==> src/hw/rtl/stprs_pkg.sv <==
// Shared types and constants for the segment tree range sum block.
`default_nettype none
package stprs_pkg;

   localparam int LEAVES_DEF = 1024;
   localparam int ACTION_W   = 2;
   localparam int INDEX_W    = 10;
   localparam int DATA_W     = 32;

   localparam logic [ACTION_W-1:0] ACT_ADD   = 2'd0;
   localparam logic [ACTION_W-1:0] ACT_QUERY = 2'd1;
   localparam logic [ACTION_W-1:0] ACT_CLEAR = 2'd2;

   typedef struct packed {
      logic capture;
      logic clr_step;
      logic add_read;
      logic add_leaf;
      logic add_up;
      logic q_left;
      logic q_right;
      logic load_out;
   } cmd_type;

   typedef struct packed {
      logic sweep_last;
      logic leaf_ok;
      logic parent_root;
      logic a_lt_b;
   } sts_type;

endpackage
`default_nettype wire

==> src/hw/rtl/stprs_ctrl.sv <==
// Controller state machine: sequences clear sweeps, leaf updates and range walks.
`default_nettype none
module stprs_ctrl (
   input  logic                                  clock,
   input  logic                                  reset,
   input  logic                                  req_valid,
   output logic                                  req_stall,
   input  logic [stprs_pkg::ACTION_W-1:0]         req_action,
   output logic                                  rsp_valid,
   input  logic                                  rsp_stall,
   output stprs_pkg::cmd_type                     cmd,
   input  stprs_pkg::sts_type                     sts
);
   import stprs_pkg::*;

   typedef enum logic [2:0] {
      S_CLEAR,
      S_IDLE,
      S_ADD0,
      S_ADD1,
      S_ADD2,
      S_QA,
      S_QB,
      S_QOUT
   } state_type;

   state_type state_ff, state_in;
   logic      rsp_valid_ff, rsp_valid_in;
   logic      accept;

   assign req_stall = (state_ff != S_IDLE);
   assign accept    = req_valid && (state_ff == S_IDLE);
   assign rsp_valid = rsp_valid_ff;

   always_comb begin
      state_in     = state_ff;
      rsp_valid_in = rsp_valid_ff && rsp_stall;
      cmd          = '0;
      case (state_ff)
         S_CLEAR: begin
            cmd.clr_step = 1'b1;
            if (sts.sweep_last) begin
               state_in = S_IDLE;
            end
         end
         S_IDLE: begin
            if (accept) begin
               cmd.capture = 1'b1;
               case (req_action)
                  ACT_ADD:   state_in = S_ADD0;
                  ACT_QUERY: state_in = S_QA;
                  ACT_CLEAR: state_in = S_CLEAR;
                  default:   state_in = S_IDLE;
               endcase
            end
         end
         S_ADD0: begin
            if (sts.leaf_ok) begin
               cmd.add_read = 1'b1;
               state_in     = S_ADD1;
            end else begin
               state_in = S_IDLE;
            end
         end
         S_ADD1: begin
            cmd.add_leaf = 1'b1;
            state_in     = S_ADD2;
         end
         S_ADD2: begin
            cmd.add_up = 1'b1;
            if (sts.parent_root) begin
               state_in = S_IDLE;
            end
         end
         S_QA: begin
            if (sts.a_lt_b) begin
               cmd.q_left = 1'b1;
               state_in   = S_QB;
            end else begin
               state_in = S_QOUT;
            end
         end
         S_QB: begin
            cmd.q_right = 1'b1;
            state_in    = S_QA;
         end
         S_QOUT: begin
            if (!rsp_valid_ff || !rsp_stall) begin
               cmd.load_out = 1'b1;
               rsp_valid_in = 1'b1;
               state_in     = S_IDLE;
            end
         end
         default: begin
            state_in = S_IDLE;
         end
      endcase
   end

   always_ff @(posedge clock) begin
      if (reset) begin
         state_ff     <= S_CLEAR;
         rsp_valid_ff <= 1'b0;
      end else begin
         state_ff     <= state_in;
         rsp_valid_ff <= rsp_valid_in;
      end
   end

endmodule
`default_nettype wire

==> config.mk <==
export PLATFORM = sky130hd
export DESIGN_NAME = stprs_ctrl
export DESIGN_NICKNAME = d
export VERILOG_FILES = /design/src/hw/rtl/stprs_pkg.sv /design/src/hw/rtl/stprs_ctrl.sv
export SDC_FILE = /design/constraint.sdc
export NUM_CORES = 1
export LEC_CHECK = 0
export ABC_AREA = 1
export ABC_CLOCK_PERIOD_IN_PS = 1810
export BUFFER_PORTS_ARGS = -buffer_cell sky130_fd_sc_hd__buf_4
export CORE_AREA = 3 3 40 42
export CTS_CLUSTER_DIAMETER = 40
export CTS_CLUSTER_SIZE = 14
export DETAILED_ROUTE_END_ITERATION = 10
export DIE_AREA = 0 0 43 45
export PLACE_DENSITY = 0.61
export RECOVER_POWER = 50
export SLEW_MARGIN = 15
export SYNTH_ARGS = -nofsm -noshare
export SYNTH_HDL_FRONTEND = slang
export SYNTH_SLANG_ARGS = --single-unit
==> constraint.sdc <==
create_clock -name clock -period 1.81 [get_ports clock]
set_clock_uncertainty 0.15 [all_clocks]
set_input_delay 0.0905 -clock clock [delete_from_list [all_inputs] [get_ports clock]]
set_output_delay 0.0905 -clock clock [all_outputs]
set_load 0.02 [all_outputs]
==> parameters.txt <==
Parameter                              Value

Synthesis
  Share of synthesized registers carrying an async set or reset    0
  Count of flip-flops with a built-in enable after synthesis    0
  Unique cell type count in the Yosys netlist    14
  Mean area per synthesized cell    5.51 µm²
  Synth area leader    dfxtp_1
  Commonest cells post-synth    14 x nor2_1, 13 x nand2_1, 12 x inv_1, 4 x dfxtp_1, 4 x nand3_1
  Synth Net Count    72
  FF+latch count, synth    4
  Number of cells produced by synthesis    62
  Top cells by area, synth    dfxtp_1 23%, nor2_1 15%, nand2_1 14%, inv_1 13%, nand3_1 5.9%
  Seq/Total Area, Yosys    0.234
  Most instantiated flip-flop cell in the synthesis netlist    dfxtp_1
  Most numerous cell in the Yosys netlist    nor2_1
  Total number of yosys warnings    0
  Top-area cell type share of the netlist area    0.234
  Netlist area before placement    roughly 340 µm²

GRT
  Met2 track demand over resource in global routing    0.141
  Number of antenna violations at the first check in global routing    0
  Number of global-route vias before repair    around 370
  Most utilized layer in the global route result    met2
  Global-route wire length before repair    1410 µm
  GR met1 Demand/Resource    0.118
  Pin count of the biggest net entering global routing    9
  Met3 global-route usage    0.0558
  Tot GR Track Use    0.0966
  Grt ovf    0

Layout
  Non-filler instance count after layout    101
  Share of final-layout standard cells stronger than drive strength 1    0.267
  Number of fillers in the final layout    160
  Post-synthesis to final-layout area growth    54.6%
  Total Nets Final    98
  Number of antenna repair diodes    0

Placement
  DP Cell Count    96
  Final GP Congestion    roughly 0.75
  Post-detailed-placement half-perimeter wirelength    between 700 and 800 µm
  Count of buffers from port buffering    19

Power
  Power per unit of standard cell area    596 nW/µm²
  Cell leakage power    between 0.0003 and 0.0004 µW
  Worst IR Drop VDD    roughly 280 µV

Timing
  Total count of hold-check failures in the final report    0
  Max Freq    between 500 and 600 MHz
  Crit path time final    1.68 ns
  Number of slew-limit violations in the final report    0
  Count of endpoints failing setup in the final report    0
  Slew at the pin closest to its max-slew limit    roughly 0.27 ns
  Setup_tns    0 ns
  RSZ-0062 raised after global routing    false
  Final Cycle Share    0.926
  Worst slew margin relative to its limit    0.819

Worst setup path
  Maximum fanout along the worst path    8
  CP Capture Type    flip-flop
  Ordered cell list for the critical path    inv_2 > nor2_4 > inv_1 > a21oi_1 > dlygate4sd3_1
  Top delay family on crit path    buffers and inverters
  Setup Crit Path Kind    reg -> reg
  Crit-path max cell delay    approximately 0.55 ns
  Element type at the critical path start    flip-flop
  Arrival time of data at the critical path endpoint    roughly 1.7 ns
  Critical path buffer and inverter count    3
  Worst path slowest cell    dlygate4sd3_1
  Required time reported for the critical path endpoint    ~1.8 ns

Route
  Iter 0 DRT Violations    10
  Routed Antenna Nets    0
  DRC viols    0
  Vias after detailed routing    between 400 and 500
  Number of optimization iterations in the first detailed-route pass    4
  WL final    around 860 µm
  DR WL/cell    about 8.5 µm
  Vias per inst    around 4.3

Clock tree
  Clock tree root driver cell    clkbuf_4
  Number of sinks on the clock net    4
  H-tree depth reported by CTS    1
  Post-CTS setup buffer count    0
  Source-to-sink clock delay at the later pin of the worst-skew pair    about 0.23 ns
  Clock transition at the registers of the reported paths    approximately 0.040 ns
  Inserted Clock Buffers    3
  Maximum number of buffers from clock root to sink    2
  Clock tree from TritonCTS    built

Die
  Floorplan die area    between 1500 and 2000 µm²
  Count of pins on the block boundary    20
  Placement Rows    13
  Width of the die    about 43 µm
  Die Y    around 45 µm
  Std-Cell Core Area    ~1300 µm²
  Starting Density    0.266

Run
  Max-cap violations    0

Run status
  Result of the run    complete, no violations

Min path
  Worst min-delay path class    in -> reg
through the flow:
stage / power (µW) / worst slack, ns / hold WS [ns] / instance area, µm² / util
floorplan: 165 / 0.437 / 0.00957 / 342 / -
CTS: 321 / 0.107 / 0.122 / 546 / 0.425
finish: 315 / 0.133 / 0.118 / 528 / 0.411
global placement: 208 / 0.482 / 0.129 / 503 / 0.391
detailed placement: 208 / 0.444 / 0.133 / 503 / 0.391
global route: 345 / 0.0126 / 0.136 / 528 / 0.411
power by group:
group | internal [µW] | switching (µW)
clock | 74.0 | 34.7
combinational | 46.1 | 60.3
sequential | 93.6 | 6.01
total | 214 | 101
cell type report:
cell class / instances / area (µm²) / share of cell area
tap: 15 / 18.8 / 0.0355
sequential: 4 / 80.1 / 0.152
inverter: 13 / 48.8 / 0.0924
timing repair buffer: 21 / 148 / 0.280
clock buffer: 3 / 22.5 / 0.0427
multi-input combinational: 45 / 210 / 0.398
sequential cells by signal (all words and copies together) (netlist names):
signal     count
rsp_valid      1
state_ff       3
placed cells by master, fill, tap and decap left out:
cell type      count
nand2_2            2
dfxtp_1            4
nand3_1            4
a21oi_1            3
nand3b_1           2
inv_1             12
nand4_1            1
nand3_2            1
clkbuf_1           4
nand2_1           13
nor2_1            15
inv_2              1
buf_4             15
dlygate4sd3_1      2
o21ai_0            3
nor2_4             1
clkbuf_4           3
worst paths after layout:
path / slack, ns / startpoint / to / cells after the start
max: 0.13 / state_ff[2] / rsp_valid / 5
min: 0.12 / rsp_stall / state_ff[1] / 5
max reg2reg: 0.13 / state_ff[2] / rsp_valid / 5
min reg2reg: 0.46 / rsp_valid / state_ff[1] / 4
per-layer routing:
layer  wire length (µm)  share of wire  up-vias
li1                   -              -      240
met5                  0              0        -
met2                361           0.42       19
met4                  0              0        0
met1                407           0.47      178
met3                 94           0.11        0
tightest hold or removal path, cell delays in order:
cell and delay [ns]:
buf_4 0.11, nand2_1 0.06, inv_1 0.06, nand2_2 0.07, a21oi_1 0.06
logic make-up (layout without fill, tap and decap cells):
family                 Yosys count  in the layout  synth area share
DFF                              4              4             0.234
buffers and inverters           13             37             0.143
AOI/OAI and AO/OA                6              6            0.0879
and+or+nand+nor                 39             39             0.535
repair_timing:
action,CTS,global route
hold buffers,2,0
resized for setup,0,0
endpoints found under the hold margin,4,0
Power figures use the tool's default switching activity.
